===== src/sv/rfe_pkg.sv =====
`timescale 1ns / 1ps
// ----------------------------------------------------------------------------
// RF switch frame encoder package
// Shared widths, constants, payload helpers and the configuration bundle.
// ----------------------------------------------------------------------------
package rfe_pkg;

   // Frame layout.
   localparam int          FRAME_LEN = 52;
   localparam int          POS_W     = 6;
   localparam logic [7:0]  PREAMBLE  = 8'hFE;

   // Field widths.
   localparam int HOME_W    = 4;
   localparam int ADDR_W    = 16;
   localparam int SUB_W     = 3;
   localparam int CMD_W     = 2;
   localparam int TS_W      = 8;
   localparam int ROLL_W    = 8;
   localparam int REPEAT_W  = 4;

   // Configuration port.
   localparam int APB_DATA_W = 32;
   localparam int APB_ADDR_W = 3;

   // Reset values of the configuration registers.
   localparam logic [ROLL_W-1:0]   ROLL_RESET   = 8'd152;
   localparam logic [REPEAT_W-1:0] REPEAT_RESET = 4'd5;

   // Configuration values handed from the register block to the sequencer.
   typedef struct packed {
      logic [ROLL_W-1:0]   rolling_code;
      logic [REPEAT_W-1:0] repeat_count;
   } cfg_type;

   // Subchannel number to its four-bit code; anything outside 1..5 means all.
   function automatic logic [3:0] sub_code(input logic [SUB_W-1:0] sub);
      logic [3:0] code;
      case (sub)
         3'd1:    code = 4'h8;
         3'd2:    code = 4'h4;
         3'd3:    code = 4'h2;
         3'd4:    code = 4'h1;
         3'd5:    code = 4'h3;
         default: code = 4'h0;
      endcase
      return code;
   endfunction

   // Assemble the 52-bit frame, most significant bit sent first.
   function automatic logic [FRAME_LEN-1:0] build_frame(
      input logic [HOME_W-1:0] home,
      input logic [ADDR_W-1:0] address,
      input logic [SUB_W-1:0]  subchannel,
      input logic [CMD_W-1:0]  command,
      input logic [ROLL_W-1:0] rolling_code,
      input logic [TS_W-1:0]   timestamp
   );
      return {PREAMBLE, home, address, sub_code(subchannel), 2'b00, command,
              rolling_code, timestamp};
   endfunction

endpackage


===== src/sv/rfe_if.sv =====
`timescale 1ns / 1ps
// ----------------------------------------------------------------------------
// RF switch frame encoder channels
// Valid/ready interfaces for the request items and the result items.
// ----------------------------------------------------------------------------
interface rfe_req_if;
   import rfe_pkg::*;

   logic              valid;
   logic              ready;
   logic              func;
   logic [HOME_W-1:0] home;
   logic [ADDR_W-1:0] address;
   logic [SUB_W-1:0]  subchannel;
   logic [CMD_W-1:0]  command;
   logic [TS_W-1:0]   timestamp;

   modport source (output valid, func, home, address, subchannel, command, timestamp,
                   input ready);
   modport sink (input valid, func, home, address, subchannel, command, timestamp,
                 output ready);
endinterface

interface rfe_rsp_if;
   logic valid;
   logic ready;
   logic tx_level;
   logic busy_res;
   logic start_rejected;
   logic frame_done;

   modport source (output valid, tx_level, busy_res, start_rejected, frame_done,
                   input ready);
   modport sink (input valid, tx_level, busy_res, start_rejected, frame_done,
                 output ready);
endinterface


===== src/sv/rfe_csr.sv =====
`timescale 1ns / 1ps
// ----------------------------------------------------------------------------
// RF switch frame encoder registers
// APB-style register block holding the rolling code and the repeat count.
// ----------------------------------------------------------------------------
module rfe_csr (
   input  logic                            clock,
   input  logic                            reset,
   input  logic                            psel,
   input  logic                            penable,
   input  logic                            pwrite,
   input  logic [rfe_pkg::APB_ADDR_W-1:0]  paddr,
   input  logic [rfe_pkg::APB_DATA_W-1:0]  pwdata,
   output logic [rfe_pkg::APB_DATA_W-1:0]  prdata,
   output logic                            pready,
   output rfe_pkg::cfg_type                cfg
);
   import rfe_pkg::*;

   // Register index, taken from the word address bit.
   localparam logic REG_ROLLING = 1'b0;
   localparam logic REG_REPEAT  = 1'b1;

   logic [ROLL_W-1:0]   rolling_ff;
   logic [ROLL_W-1:0]   rolling_in;
   logic [REPEAT_W-1:0] repeat_ff;
   logic [REPEAT_W-1:0] repeat_in;
   logic                wr_en;
   logic                reg_sel;

   assign pready  = 1'b1;
   assign wr_en   = psel && penable && pwrite;
   assign reg_sel = paddr[2];

   // Write decode.
   always_comb begin
      rolling_in = rolling_ff;
      repeat_in  = repeat_ff;
      if (wr_en) begin
         unique case (reg_sel)
            REG_ROLLING: rolling_in = pwdata[ROLL_W-1:0];
            REG_REPEAT:  repeat_in  = pwdata[REPEAT_W-1:0];
            default:     rolling_in = rolling_ff;
         endcase
      end
   end

   always_ff @(posedge clock) begin
      if (reset) begin
         rolling_ff <= ROLL_RESET;
         repeat_ff  <= REPEAT_RESET;
      end else begin
         rolling_ff <= rolling_in;
         repeat_ff  <= repeat_in;
      end
   end

   // Read mux.
   always_comb begin
      unique case (reg_sel)
         REG_ROLLING: prdata = APB_DATA_W'(rolling_ff);
         REG_REPEAT:  prdata = APB_DATA_W'(repeat_ff);
         default:     prdata = '0;
      endcase
   end

   assign cfg.rolling_code = rolling_ff;
   assign cfg.repeat_count = repeat_ff;

endmodule


===== src/sv/rfe_seq.sv =====
`timescale 1ns / 1ps
// ----------------------------------------------------------------------------
// RF switch frame encoder sequencer
// Segment state machine advanced once per accepted item, with a result register.
// ----------------------------------------------------------------------------
module rfe_seq (
   input  logic             clock,
   input  logic             reset,
   input  rfe_pkg::cfg_type cfg,
   rfe_req_if.sink          req_chan,
   rfe_rsp_if.source        rsp_chan
);
   import rfe_pkg::*;

   // Segment codes.
   localparam logic [2:0] SEG_IDLE    = 3'd0;
   localparam logic [2:0] SEG_SYNC_LO = 3'd1;
   localparam logic [2:0] SEG_SYNC_HI = 3'd2;
   localparam logic [2:0] SEG_BIT_LO  = 3'd3;
   localparam logic [2:0] SEG_BIT_HI  = 3'd4;
   localparam logic [2:0] SEG_GAP     = 3'd5;

   localparam logic [3:0] SYNC_HIGH_UNITS = 4'd6;
   localparam logic [3:0] GAP_UNITS       = 4'd14;

   logic [FRAME_LEN-1:0] frame_ff, frame_in;
   logic [POS_W-1:0]     bitpos_ff, bitpos_in;
   logic [2:0]           seg_ff, seg_in;
   logic [3:0]           units_ff, units_in;
   logic [REPEAT_W-1:0]  frames_ff, frames_in;

   logic rsp_valid_ff;
   logic level_ff, busy_ff, rej_ff, done_ff;
   logic level_in, busy_in, rej_in, done_in;

   logic             accept;
   logic             active;
   logic [POS_W-1:0] nxt_pos;
   logic             cur_bit;
   logic             nxt_bit;

   // Take an item whenever the result register is empty or being drained.
   assign req_chan.ready = !rsp_valid_ff || rsp_chan.ready;
   assign accept         = req_chan.valid && req_chan.ready;

   assign active = (seg_ff >= SEG_SYNC_LO) && (seg_ff <= SEG_GAP);

   // Bit under the current position and the one after it.
   assign nxt_pos = bitpos_ff + POS_W'(1);
   assign cur_bit = frame_ff[POS_W'(FRAME_LEN - 1) - bitpos_ff];
   assign nxt_bit = (nxt_pos < POS_W'(FRAME_LEN)) ?
                    frame_ff[POS_W'(FRAME_LEN - 1) - nxt_pos] : 1'b0;

   // Next state and result for one item.
   always_comb begin
      frame_in  = frame_ff;
      bitpos_in = bitpos_ff;
      seg_in    = active ? seg_ff : SEG_IDLE;
      units_in  = units_ff;
      frames_in = frames_ff;
      level_in  = 1'b0;
      busy_in   = 1'b0;
      rej_in    = 1'b0;
      done_in   = 1'b0;
      if (req_chan.func) begin
         busy_in = 1'b1;
         if (active) begin
            rej_in = 1'b1;
         end else begin
            frame_in  = build_frame(req_chan.home, req_chan.address, req_chan.subchannel,
                                    req_chan.command, cfg.rolling_code,
                                    req_chan.timestamp);
            bitpos_in = '0;
            seg_in    = SEG_SYNC_LO;
            units_in  = 4'd1;
            frames_in = cfg.repeat_count;
         end
      end else if (active) begin
         busy_in  = 1'b1;
         level_in = (seg_ff == SEG_SYNC_HI) || (seg_ff == SEG_BIT_HI);
         if (units_ff > 4'd1) begin
            units_in = units_ff - 4'd1;
         end else begin
            unique case (seg_ff)
               SEG_SYNC_LO: begin
                  seg_in   = SEG_SYNC_HI;
                  units_in = SYNC_HIGH_UNITS;
               end
               SEG_SYNC_HI: begin
                  bitpos_in = '0;
                  seg_in    = SEG_BIT_LO;
                  units_in  = frame_ff[FRAME_LEN-1] ? 4'd1 : 4'd2;
               end
               SEG_BIT_LO: begin
                  seg_in   = SEG_BIT_HI;
                  units_in = cur_bit ? 4'd2 : 4'd1;
               end
               SEG_BIT_HI: begin
                  if (nxt_pos < POS_W'(FRAME_LEN)) begin
                     bitpos_in = nxt_pos;
                     seg_in    = SEG_BIT_LO;
                     units_in  = nxt_bit ? 4'd1 : 4'd2;
                  end else begin
                     bitpos_in = '0;
                     seg_in    = SEG_GAP;
                     units_in  = GAP_UNITS;
                  end
               end
               default: begin
                  // End of a repetition gap: either go again or finish.
                  if (frames_ff == '0) begin
                     seg_in   = SEG_IDLE;
                     units_in = '0;
                     done_in  = 1'b1;
                  end else begin
                     frames_in = frames_ff - REPEAT_W'(1);
                     seg_in    = SEG_SYNC_LO;
                     units_in  = 4'd1;
                  end
               end
            endcase
         end
      end
   end

   // Sequencer state.
   always_ff @(posedge clock) begin
      if (reset) begin
         frame_ff  <= '0;
         bitpos_ff <= '0;
         seg_ff    <= SEG_IDLE;
         units_ff  <= '0;
         frames_ff <= '0;
      end else if (accept) begin
         frame_ff  <= frame_in;
         bitpos_ff <= bitpos_in;
         seg_ff    <= seg_in;
         units_ff  <= units_in;
         frames_ff <= frames_in;
      end
   end

   // Result register valid flag.
   always_ff @(posedge clock) begin
      if (reset) begin
         rsp_valid_ff <= 1'b0;
      end else if (accept) begin
         rsp_valid_ff <= 1'b1;
      end else if (rsp_chan.ready) begin
         rsp_valid_ff <= 1'b0;
      end
   end

   // Result register payload.
   always_ff @(posedge clock) begin
      if (accept) begin
         level_ff <= level_in;
         busy_ff  <= busy_in;
         rej_ff   <= rej_in;
         done_ff  <= done_in;
      end
   end

   assign rsp_chan.valid          = rsp_valid_ff;
   assign rsp_chan.tx_level       = level_ff;
   assign rsp_chan.busy_res       = busy_ff;
   assign rsp_chan.start_rejected = rej_ff;
   assign rsp_chan.frame_done     = done_ff;

   // A running segment always has at least one unit left.
   a_units_nonzero: assert property (@(posedge clock) disable iff (reset)
      active |-> (units_ff != 4'd0))
      else $error("active segment with no units left");

   // The bit position never runs past the frame.
   a_pos_range: assert property (@(posedge clock) disable iff (reset)
      bitpos_ff < POS_W'(FRAME_LEN))
      else $error("bit position beyond frame");

   // A start taken while idle opens with the sync low unit.
   a_start_sync: assert property (@(posedge clock) disable iff (reset)
      (accept && req_chan.func && !active) |=> (seg_ff == SEG_SYNC_LO) && (units_ff == 4'd1))
      else $error("start did not enter sync low");

   // A rejected start or a finished frame is always reported as busy.
   a_flags_busy: assert property (@(posedge clock) disable iff (reset)
      (rsp_valid_ff && (rej_ff || done_ff)) |-> busy_ff)
      else $error("reject or done flag without busy");

endmodule


===== src/sv/rf_pwm_switch_frame_encoder_top.sv =====
`timescale 1ns / 1ps
// ----------------------------------------------------------------------------
// RF switch frame encoder top level
// A result item is registered and valid in the cycle after its request item is taken.
// Throughput: one item per clock while results drain, a sequencer step each.
// The result register decouples the two channels, so a new item is taken
// while a finished result waits, as long as the result is drained that cycle.
// Reset (synchronous, active high) returns the sequencer to idle and loads
// rolling code 152 and repeat count 5.
// ----------------------------------------------------------------------------
module rf_pwm_switch_frame_encoder_top (
   input  logic                            clock,
   input  logic                            reset,
   rfe_req_if.sink                         req_chan,
   rfe_rsp_if.source                       rsp_chan,
   input  logic                            psel,
   input  logic                            penable,
   input  logic                            pwrite,
   input  logic [rfe_pkg::APB_ADDR_W-1:0]  paddr,
   input  logic [rfe_pkg::APB_DATA_W-1:0]  pwdata,
   output logic [rfe_pkg::APB_DATA_W-1:0]  prdata,
   output logic                            pready
);
   import rfe_pkg::*;

   cfg_type cfg;

   // Configuration registers.
   rfe_csr u_csr (
      .clock   (clock),
      .reset   (reset),
      .psel    (psel),
      .penable (penable),
      .pwrite  (pwrite),
      .paddr   (paddr),
      .pwdata  (pwdata),
      .prdata  (prdata),
      .pready  (pready),
      .cfg     (cfg)
   );

   // Segment sequencer and result register.
   rfe_seq u_seq (
      .clock    (clock),
      .reset    (reset),
      .cfg      (cfg),
      .req_chan (req_chan),
      .rsp_chan (rsp_chan)
   );

endmodule

===== src/flat_wrapper.sv =====
// flat-port wrapper written by rule: the top's interface ports become plain ports
module rf_pwm_switch_frame_encoder_top_flat import rfe_pkg::*;
  (clock, reset, psel, penable, pwrite, paddr, pwdata, prdata, pready, req_chan_valid, req_chan_func, req_chan_home, req_chan_address, req_chan_subchannel, req_chan_command, req_chan_timestamp, req_chan_ready, rsp_chan_valid, rsp_chan_tx_level, rsp_chan_busy_res, rsp_chan_start_rejected, rsp_chan_frame_done, rsp_chan_ready);
  rfe_req_if req_chan_i ();
  rfe_rsp_if rsp_chan_i ();
  input  logic clock;
  input  logic reset;
  input  logic psel;
  input  logic penable;
  input  logic pwrite;
  input  logic [rfe_pkg::APB_ADDR_W-1:0] paddr;
  input  logic [rfe_pkg::APB_DATA_W-1:0] pwdata;
  output logic [rfe_pkg::APB_DATA_W-1:0] prdata;
  output logic pready;
  input wire logic [$bits(req_chan_i.valid)-1:0] req_chan_valid;
  input wire logic [$bits(req_chan_i.func)-1:0] req_chan_func;
  input wire logic [$bits(req_chan_i.home)-1:0] req_chan_home;
  input wire logic [$bits(req_chan_i.address)-1:0] req_chan_address;
  input wire logic [$bits(req_chan_i.subchannel)-1:0] req_chan_subchannel;
  input wire logic [$bits(req_chan_i.command)-1:0] req_chan_command;
  input wire logic [$bits(req_chan_i.timestamp)-1:0] req_chan_timestamp;
  output wire logic [$bits(req_chan_i.ready)-1:0] req_chan_ready;
  output wire logic [$bits(rsp_chan_i.valid)-1:0] rsp_chan_valid;
  output wire logic [$bits(rsp_chan_i.tx_level)-1:0] rsp_chan_tx_level;
  output wire logic [$bits(rsp_chan_i.busy_res)-1:0] rsp_chan_busy_res;
  output wire logic [$bits(rsp_chan_i.start_rejected)-1:0] rsp_chan_start_rejected;
  output wire logic [$bits(rsp_chan_i.frame_done)-1:0] rsp_chan_frame_done;
  input wire logic [$bits(rsp_chan_i.ready)-1:0] rsp_chan_ready;
  assign req_chan_i.valid = req_chan_valid;
  assign req_chan_i.func = req_chan_func;
  assign req_chan_i.home = req_chan_home;
  assign req_chan_i.address = req_chan_address;
  assign req_chan_i.subchannel = req_chan_subchannel;
  assign req_chan_i.command = req_chan_command;
  assign req_chan_i.timestamp = req_chan_timestamp;
  assign req_chan_ready = req_chan_i.ready;
  assign rsp_chan_valid = rsp_chan_i.valid;
  assign rsp_chan_tx_level = rsp_chan_i.tx_level;
  assign rsp_chan_busy_res = rsp_chan_i.busy_res;
  assign rsp_chan_start_rejected = rsp_chan_i.start_rejected;
  assign rsp_chan_frame_done = rsp_chan_i.frame_done;
  assign rsp_chan_i.ready = rsp_chan_ready;
  rf_pwm_switch_frame_encoder_top u_core (.clock(clock), .reset(reset), .req_chan(req_chan_i), .rsp_chan(rsp_chan_i), .psel(psel), .penable(penable), .pwrite(pwrite), .paddr(paddr), .pwdata(pwdata), .prdata(prdata), .pready(pready));
endmodule

===== config.mk =====
export PLATFORM = sky130hd
export DESIGN_NAME = rf_pwm_switch_frame_encoder_top_flat
export DESIGN_NICKNAME = d
export VERILOG_FILES = /design/src/sv/rfe_pkg.sv /design/src/sv/rfe_if.sv /design/src/sv/rfe_csr.sv /design/src/sv/rfe_seq.sv /design/src/sv/rf_pwm_switch_frame_encoder_top.sv /design/src/flat_wrapper.sv
export SDC_FILE = /design/constraint.sdc
export NUM_CORES = 1
export LEC_CHECK = 0
export BUFFER_PORTS_ARGS = -buffer_cell sky130_fd_sc_hd__buf_2
export CORE_MARGIN = 2
export CORE_UTILIZATION = 58
export DETAILED_ROUTE_END_ITERATION = 10
export GPL_TIMING_DRIVEN = 0
export PLACE_DENSITY = 0.91
export SLEW_MARGIN = 20
export SYNTH_ARGS = -nofsm -noshare
export SYNTH_HDL_FRONTEND = slang
export SYNTH_SLANG_ARGS = --single-unit

===== constraint.sdc =====
create_clock -name clock -period 6.5 [get_ports clock]
set_clock_uncertainty 0.15 [all_clocks]
set_input_delay 0.975 -clock clock [delete_from_list [all_inputs] [get_ports clock]]
set_output_delay 0.975 -clock clock [all_outputs]
set_load 0.005 [all_outputs]

* Word level (Yosys, flattened, before mapping)
Cells that the tools add are included.
** Cells by class
- $add $sub $neg :: 5
- Order comparisons :: 6
- Equality and inequality tests :: 13
- Multiplexer cells :: 41
- Bitwise gates (word level) :: 2
- Reductions and logical operators :: 20
** Operators with widths (count)
- $pmux W32 S2 :: 1
- $mux W4 :: 11
- $mux W6 :: 5
- $pmux W4 S5 :: 1
- $mux W3 :: 6
- $pmux W4 S4 :: 1
- $lt A6 B7 Y1 const B :: 2
- $bmux W1 S6 :: 2
- $eq A3 B2 Y1 const B :: 4
- $pmux W3 S4 :: 1
- $pmux W6 S2 :: 1
- $sub A6 B6 Y6 const A :: 2
- $eq A3 B3 Y1 const B :: 3
- $mux W1 :: 9
- $sub A4 B1 Y4 const B :: 2
- $reduce_or A7 Y1 :: 1
- $add A6 B1 Y6 const B :: 1
- $eq A3 B1 Y1 const B :: 2
- $lt A6 B6 Y1 const B :: 1
- $mux W2 :: 3
- $ne A2 B2 Y1 const B :: 3
- $reduce_and A3 Y1 :: 2
- $reduce_and A6 Y1 :: 1
- $reduce_and A5 Y1 :: 1
- 14 further kinds :: 21
** Word-level totals
- Register bits after elaboration :: 77
- Input port bits :: 76
- Output and inout port bits :: 39
- Word-level logic and storage cells :: 99

* Logic depth before layout (Yosys ltp)
Gate-level depths: netlist of run 1.
- Depth after elaboration :: 11
- Gate-level depth with buffers :: 10
- Depth with buffers taken out :: 9

* Hierarchy
A second synthesis of run 1 with hierarchy kept.
** Unflattened totals
- Cells, all modules :: 567
- Area, all modules :: 4763.3 um^2
** By module, submodules not included
- rfe_seq :: times used 1, cells each 478, area an instance 3953.8 um^2, seq. area each 1341.3 um^2
- rfe_csr :: times used 1, cells each 89, area an instance 809.5 um^2, seq. area each 240.2 um^2

* Worst setup path after synthesis of run 1
Ideal clock, no wire load.
- Path kind :: in2out
- Start point :: input port paddr[2] (netlist bit)
- End point :: output port prdata[0] (netlist bit)
- Arrival :: 1.626 ns
- Data required time :: 5.375 ns
- Setup slack :: 3.749 ns
- Stages on the path :: 2
- Buffers on the path :: 1
- Cell sequence :: clkbuf_1 > mux2_2
** Between the ends
- Longest elaborated chain between the ends :: 2
** RTL lines
- from (decl) :: line flat_wrapper.sv:11 : input logic [rfe_pkg::APB_ADDR_W-1:0] paddr;
- $not A1 Y1
- $pmux W32 S2 * :: line rfe_csr.sv:60 : unique case (reg_sel)
- to (decl) :: line flat_wrapper.sv:13 : output logic [rfe_pkg::APB_DATA_W-1:0] prdata;
Mark *: on every way between the ends. The rest lies on a longest branch, timed or not. The select of a mux whose other input is x is not followed.

* Final worst setup path of run 1
- Start point :: register u_core.u_seq.bitpos_ff[2]
- End point :: register u_core.u_seq.units_ff[0]
** Between the ends
- Longest elaborated chain between the ends :: 11
- Elaborated cells between the ends (all ways) :: 16
- Classes of those cells :: 3 x add/sub; 1 x order compare; 12 x mux
** RTL lines
- from (decl) :: line rfe_seq.sv:27 : logic [POS_W-1:0] bitpos_ff, bitpos_in;
- from (signal assigned) :: line rfe_seq.sv:136 : bitpos_ff <= bitpos_in;
- $add A6 B1 Y6 :: line rfe_seq.sv:49 : assign nxt_pos = bitpos_ff + POS_W'(1);
- $sub A6 B6 Y6 :: line rfe_seq.sv:52 : frame_ff[POS_W'(FRAME_LEN - 1) - nxt_pos] : 1'b0;
- $bmux W1 S6 :: line rfe_seq.sv:52
- $mux W1 (implied by the code) :: line rfe_seq.sv:52
- $mux W1 :: line rfe_seq.sv:51 : assign nxt_bit = (nxt_pos < POS_W'(FRAME_LEN)) ?
- $mux W2 :: line rfe_seq.sv:102 : units_in = nxt_bit ? 4'd1 : 4'd2;
- $mux W4 :: line rfe_seq.sv:99 : if (nxt_pos < POS_W'(FRAME_LEN)) begin
- $pmux W4 S4 * :: line rfe_seq.sv:84 : unique case (seg_ff)
- $mux W4 * :: line rfe_seq.sv:81 : if (units_ff > 4'd1) begin
- $mux W4 * :: line rfe_seq.sv:78 : end else if (active) begin
- $mux W4 * :: line rfe_seq.sv:65 : if (req_chan.func) begin
- to (signal assigned) :: line rfe_seq.sv:138 : units_ff <= units_in;
- to (decl) :: line rfe_seq.sv:29 : logic [3:0] units_ff, units_in;
Marked as above.
A chain may end at the register's enable or synchronous reset.

==> results of run 1 <==
[Yosys cell counts, drive strengths merged (2+ instances only)]
cell type,instances,area [um2]
nand2,114,428
dfxtp,73,1460
a21oi,62,314
nor2,44,165
buf,33,239
clkbuf,25,93.8
mux4,17,405
inv,16,60.1
o21ai,16,80.1
mux2i,13,130
ha,10,125
nand3,9,50.1
a211o,8,70.1
mux2,8,93.8
nor2b,8,50.1
nor3,7,35.0
a31oi,6,37.5
nand2b,5,31.3
xnor2,5,43.8
xor2,5,43.8
a22oi,4,30.0
edfxtp,4,120
nor4,4,31.3
o221a,4,45.0
or2,4,25.0
a211oi,3,22.5
a21boi,3,22.5
a311oi,3,26.3
nand3b,3,22.5
o41ai,3,26.3
a2111oi,2,17.5
a41oi,2,17.5
conb,2,7.51
o22ai,2,12.5
[report_power, final]
group          total [mW]  internal [mW]  switching (mW)
sequential          0.512          0.497          0.0154
clock               0.362          0.179           0.183
combinational       0.171         0.0729          0.0982
[per-layer routing]
metal,track usage [%],wire [um]
met3,4.07,717
met2,46.2,5650
met4,12.1,345
met1,33.8,4640
met5,0,0
[flip-flops by register name, summed over array words and instances, names as in the netlist]
register and cells:
u_core.u_csr.rolling_ff 8, u_core.u_seq.rsp_chan.valid 1, u_core.u_seq.rsp_chan.tx_level 1, u_core.u_seq.seg_ff 3, u_core.u_seq.rsp_chan.start_rejected 1, u_core.u_seq.units_ff 4
u_core.u_seq.frames_ff 4, u_core.u_seq.rsp_chan.frame_done 1, u_core.u_seq.bitpos_ff 6, u_core.u_csr.repeat_ff 4, u_core.u_seq.rsp_chan.busy_res 1, u_core.u_seq.frame_ff 43
[cell families (layout without fill, tap and decap cells)]
family	count (synthesis)	after routing	synth area share, %
muxes	38	38	13.9
xor gates and xnor gates	10	10	1.94
adders and majority gates	10	10	2.77
DFF	77	77	35.0
AOI/OAI and AO/OA	126	126	17.4
other	2	25	0.166
and+or+nand+nor	207	207	20.1
buffers and inverters	75	153	8.77
[through the flow]
stage,power [mW],std cells,area (um2),hold WS [ns]
after floorplan,0.636,568,4610,0.286
after global placement,0.682,732,5050,0.300
after detailed placement,0.689,732,5050,0.308
after CTS,1.04,748,5240,0.321
after global routing,1.09,748,5240,0.343
final,1.04,748,5240,0.324
[path summary, 6_finish.rpt]
check	from	end	cells past startpoint	slack, ns
max	u_core.u_seq.bitpos_ff[2]	u_core.u_seq.units_ff[0]	8	3.44
min	u_core.u_seq.frame_ff[20]	u_core.u_seq.frame_ff[20]	2	0.32
max reg2reg	u_core.u_seq.bitpos_ff[2]	u_core.u_seq.units_ff[0]	8	3.44
min reg2reg	u_core.u_seq.frame_ff[20]	u_core.u_seq.frame_ff[20]	2	0.32
[placed cells by master, fill, tap and decap left out, types with 3 or more instances in the layout]
| cell type | count |
|---|---|
| nand2_1 | 114 |
| o41ai_1 | 3 |
| buf_4 | 25 |
| ha_1 | 10 |
| dfxtp_1 | 73 |
| o21ai_0 | 15 |
| inv_1 | 16 |
| clkbuf_1 | 27 |
| a211oi_1 | 3 |
| clkinvlp_4 | 3 |
| mux4_1 | 6 |
| nand3b_1 | 3 |
| nand3_1 | 8 |
| mux4_2 | 11 |
| xnor2_1 | 5 |
| nor4_1 | 3 |
| a211o_1 | 8 |
| buf_2 | 67 |
| a22oi_1 | 4 |
| a21boi_0 | 3 |
| mux2_2 | 7 |
| nor2_1 | 44 |
| o221a_2 | 4 |
| nor3_1 | 7 |
| a31oi_1 | 6 |
| conb_1 | 25 |
| clkbuf_8 | 9 |
| a21oi_1 | 61 |
| mux2i_1 | 13 |
| edfxtp_1 | 4 |
| xor2_1 | 5 |
| nor2b_1 | 8 |
| nand2b_1 | 5 |
| a311oi_1 | 3 |
[worst max-delay path, stage by stage, from the launching register on]
cell and delay (ns):
dfxtp_1 0.54, clkinv_1 0.38, ha_1 0.34, xor2_1 0.35
o41ai_1 0.16, a211o_1 0.32, nand3_2 0.10, or4b_1 0.45
a31oi_1 0.18
[area by class of cell]
type | count | area (um2)
Clock inverter | 5 | 61.3
Tap cell | 102 | 128
Fill cell | 594 | 2410
Sequential cell | 77 | 1580
Multi-Input combinational cell | 416 | 2630
Timing Repair Buffer | 62 | 310
Inverter | 17 | 63.8
Clock buffer | 11 | 131
Buffer | 58 | 333
==> flow_summary.ini, run 1 <==
[clock_network]
cts_hold_buffers = 0
root_buffer = clkbuf_8
cts_tree = built
cts_setup_buffers = 0
numCtsBuffers = 9
clk_latency_ns = 0.37
clkSlewWorstSetupHoldPaths_ns = 0.08
htreeDepth = 3
clock_sinks = 77
cts_buffer_depth = 2
cts_resized = 0

[cells_and_area]
layout.nets = 727
final_core_util_pct = 68.5
n_antenna_cell = 0
drive_gt1_share_pct = 21.2
syn2layout_area_growth_pct = 15.8

[sta]
hold_viol_final = 0
maxSlewViolCount = 0
finalCriticalPeriod_ns = 3.06
finalSetupTns_ns = 0
fin_crit_sh_pct = 47.1
layout_setup_ws_ns = 3.44
maxSlewHeadroom_pct = 59.6
grt_setup_unrepaired = false
fmax_mhz = 326
worst_slew_pin_slew_ns = 0.606
finalSetupViolCount = 0

[logic_synthesis]
synth-main-ff-cell = dfxtp_1
yosys_register_bits = 77
synth-async-reset-ratio_pct = 0
synth-seq-area-share_pct = 35.0
synth_area_per_cell_um2 = 8.30
yosysWarnings = 0
syn_area_um2 = 4520
synth-edff-count = 4
yosys.cell_types.count = 62
syn_inst = 545

[global_routing]
grt_max_degree = 15
antenna_found_initial = 0
grt.overflow.total = 0
grt_pass1_wl_um = 18500
grt_pass1_vias = 4021
track_usage_pct = 27.0

[drt]
num_vias = 4329
drtIter0Drc = 364
antenna_left = 0
wirelength_um = 11400
viasPerCell = 5.79
wl_per_cell_um = 15.2
drc = 0
firstDrtPassIters = 5

[power]
p_leak_nw = 2.12
p_per_area_nw_per_um2 = 199
ir_drop_uv = 136

[run_status]
status = finished, final reports clean

[worst_setup_path]
critPathMaxFanout = 7
critPathLaunchType = flop
critPathArrivalTime_ns = 3.19
critPathCaptureType = flop
critPathKind = flop to flop
required_ns = 6.63

[floorplan]
start_util_pct = 59.2
design.core.area_um2 = 7650
top_level_ports = 115
dieArea_um2 = 8520
fp.dieW_um = 92.3
fp.dieH_um = 92.3
rows = 32

[job]
drv_cap = 0

[placement]
dpl.hpwl_um = 8340
portBuffers = 62
post-place-ws_ns = 3.49
gp_congestion = 0.956

[hold_path]
hold_class = flop to flop
Power figures use the tool's default switching activity.
==> inputs of run 2 (changes only) <==
--- a/config.mk
+++ b/config.mk
@@ -7,10 +7,10 @@
 export LEC_CHECK = 0
 export BUFFER_PORTS_ARGS = -buffer_cell sky130_fd_sc_hd__buf_2
 export CORE_MARGIN = 2
-export CORE_UTILIZATION = 58
+export CORE_UTILIZATION = 54
 export DETAILED_ROUTE_END_ITERATION = 10
 export GPL_TIMING_DRIVEN = 0
-export PLACE_DENSITY = 0.91
+export PLACE_DENSITY = 0.86
 export SLEW_MARGIN = 20
 export SYNTH_ARGS = -nofsm -noshare
 export SYNTH_HDL_FRONTEND = slang
==> constraint.sdc (replaced) <==
create_clock -name clock -period 3.1 [get_ports clock]
set_clock_uncertainty 0.15 [all_clocks]
set_input_delay 0.465 -clock clock [delete_from_list [all_inputs] [get_ports clock]]
set_output_delay 0.465 -clock clock [all_outputs]
set_load 0.005 [all_outputs]
==> flow_summary.ini, run 2 (synthesis results as in run 1) <==
[placement]
portBuffers = 62
gp_congestion = 0.923
dpl.hpwl_um = 8490

[cells_and_area]
final_core_util_pct = 64.8
syn2layout_area_growth_pct = 17.0
n_antenna_cell = 0
largest_register = u_core.u_seq.frame_ff
final_cell_mix = 114 x nand2_1, 73 x dfxtp_1, 67 x buf_2
top_regs = u_core.u_seq.frame_ff: 43 flops, u_core.u_csr.rolling_ff: 8 flops, u_core.u_seq.bitpos_ff: 6 flops
largest_reg_flops = 43
final_common_cell = nand2_1
layout.nets = 727
drive_gt1_share_pct = 21.4
fillers = 706

[worst_setup_path]
reg2reg_slack_ns = 0.16
critPathArrivalTime_ns = 3.07
r2r_end = u_core.u_seq.units_ff[0]
critPathKind = flop to flop
required_ns = 3.24
reg2reg_depth = 8
critPathCaptureType = flop
crit_buf_inv = 1
slowest_stage = dfxtp_1
critPathTopFamily = compound AO/OA/AOI/OAI gates
critPathMaxFanout = 7
crit_chain = clkinvlp_4 > ha_1 > xor2_1 > o41ai_1 > a211o_1 > nand3_2 > or4b_1 > a31oi_1
critical_path.max_stage_delay_ns = 0.57
regToRegStartpoint = u_core.u_seq.bitpos_ff[2]
critPathLaunchType = flop

[sta]
grt_setup_unrepaired = false
finalCriticalPeriod_ns = 2.94
hold_viol_final = 0
worst_slew_pin_slew_ns = 0.611
maxSlewViolCount = 0
fmax_mhz = 341
fin_crit_sh_pct = 94.7
finalSetupTns_ns = 0
finalSetupViolCount = 0
maxSlewHeadroom_pct = 59.3

[hold_path]
hold_class = primary input to flop
min_path_cells = 2
hold_start = pwdata[4]
min_to = u_core.u_csr.rolling_ff[4]

[power]
ir_drop_uv = 308
totalPowerFinal_mw = 2.35
p_leak_nw = 2.15
p_per_area_nw_per_um2 = 444

[drt]
wirelength_um = 11200
num_vias = 4204
antenna_left = 0
firstDrtPassIters = 5
wl_per_cell_um = 15.0
drtIter0Drc = 294
viasPerCell = 5.60
drc = 0

[floorplan]
fp.dieH_um = 95.5
start_util_pct = 55.3
top_level_ports = 115
design.core.area_um2 = 8180
rows = 33
dieArea_um2 = 9130
fp.dieW_um = 95.5

[clock_network]
cts_resized = 0
clk_latency_ns = 0.36
cts_tree = built
cts_buffer_depth = 2
htreeDepth = 3
cts_hold_buffers = 0
clkSlewWorstSetupHoldPaths_ns = 0.08
cts_setup_buffers = 0
clock_sinks = 77
numCtsBuffers = 9
root_buffer = clkbuf_8

[global_routing]
grt.overflow.total = 0
track_usage_pct = 25.4
grt_pass1_wl_um = 18000
grt_max_degree = 14
grt_pass1_vias = 3778
antenna_found_initial = 0

[run_status]
status = finished, final reports clean

[job]
drv_cap = 0
run 2: how the worst max path moves through the flow:
stage                                    from  depth (start not counted)  slack, ns                        to
floorplan           u_core.u_seq.bitpos_ff[2]                          8       0.70  u_core.u_seq.units_ff[0]
global placement    u_core.u_seq.bitpos_ff[2]                          8       0.23  u_core.u_seq.units_ff[0]
detailed placement  u_core.u_seq.bitpos_ff[2]                          8       0.20  u_core.u_seq.units_ff[0]
CTS                 u_core.u_seq.bitpos_ff[2]                          8       0.17  u_core.u_seq.units_ff[0]
global route        u_core.u_seq.bitpos_ff[2]                          8       0.02  u_core.u_seq.units_ff[0]
finish              u_core.u_seq.bitpos_ff[2]                          8       0.16  u_core.u_seq.units_ff[0]
run 2: routing by layer:
metal,GRT usage (%),routed length [um]
met2,43.9,5650
met1,32.2,4750
met5,0,0
met3,4.19,643
met4,8.57,193
run 2: power by group:
group          switching [mW]  internal [mW]  total, mW
clock network           0.383          0.535      0.918
registers              0.0325           1.04       1.07
logic                   0.204          0.153      0.357
run 2: final cells by class:
type | count | area, um2 | area share, %
Multi-Input combinational cell | 416 | 2630 | 49.7
Sequential cell | 77 | 1580 | 29.9
Buffer | 58 | 333 | 6.29
Timing Repair Buffer | 62 | 310 | 5.86
Tap cell | 105 | 131 | 2.48
Clock buffer | 10 | 128 | 2.41
Clock inverter | 6 | 110 | 2.08
Inverter | 17 | 67.6 | 1.28
run 2: metrics by stage:
stage	instance area, um2	hold WS (ns)	instances	worst slack (ns)
floorplan	4610	0.286	568	0.698
global placement	5050	0.303	735	0.230
detailed placement	5050	0.308	735	0.200
CTS	5290	0.149	751	0.169
global route	5290	0.166	751	0.0197
finish	5290	0.158	751	0.163
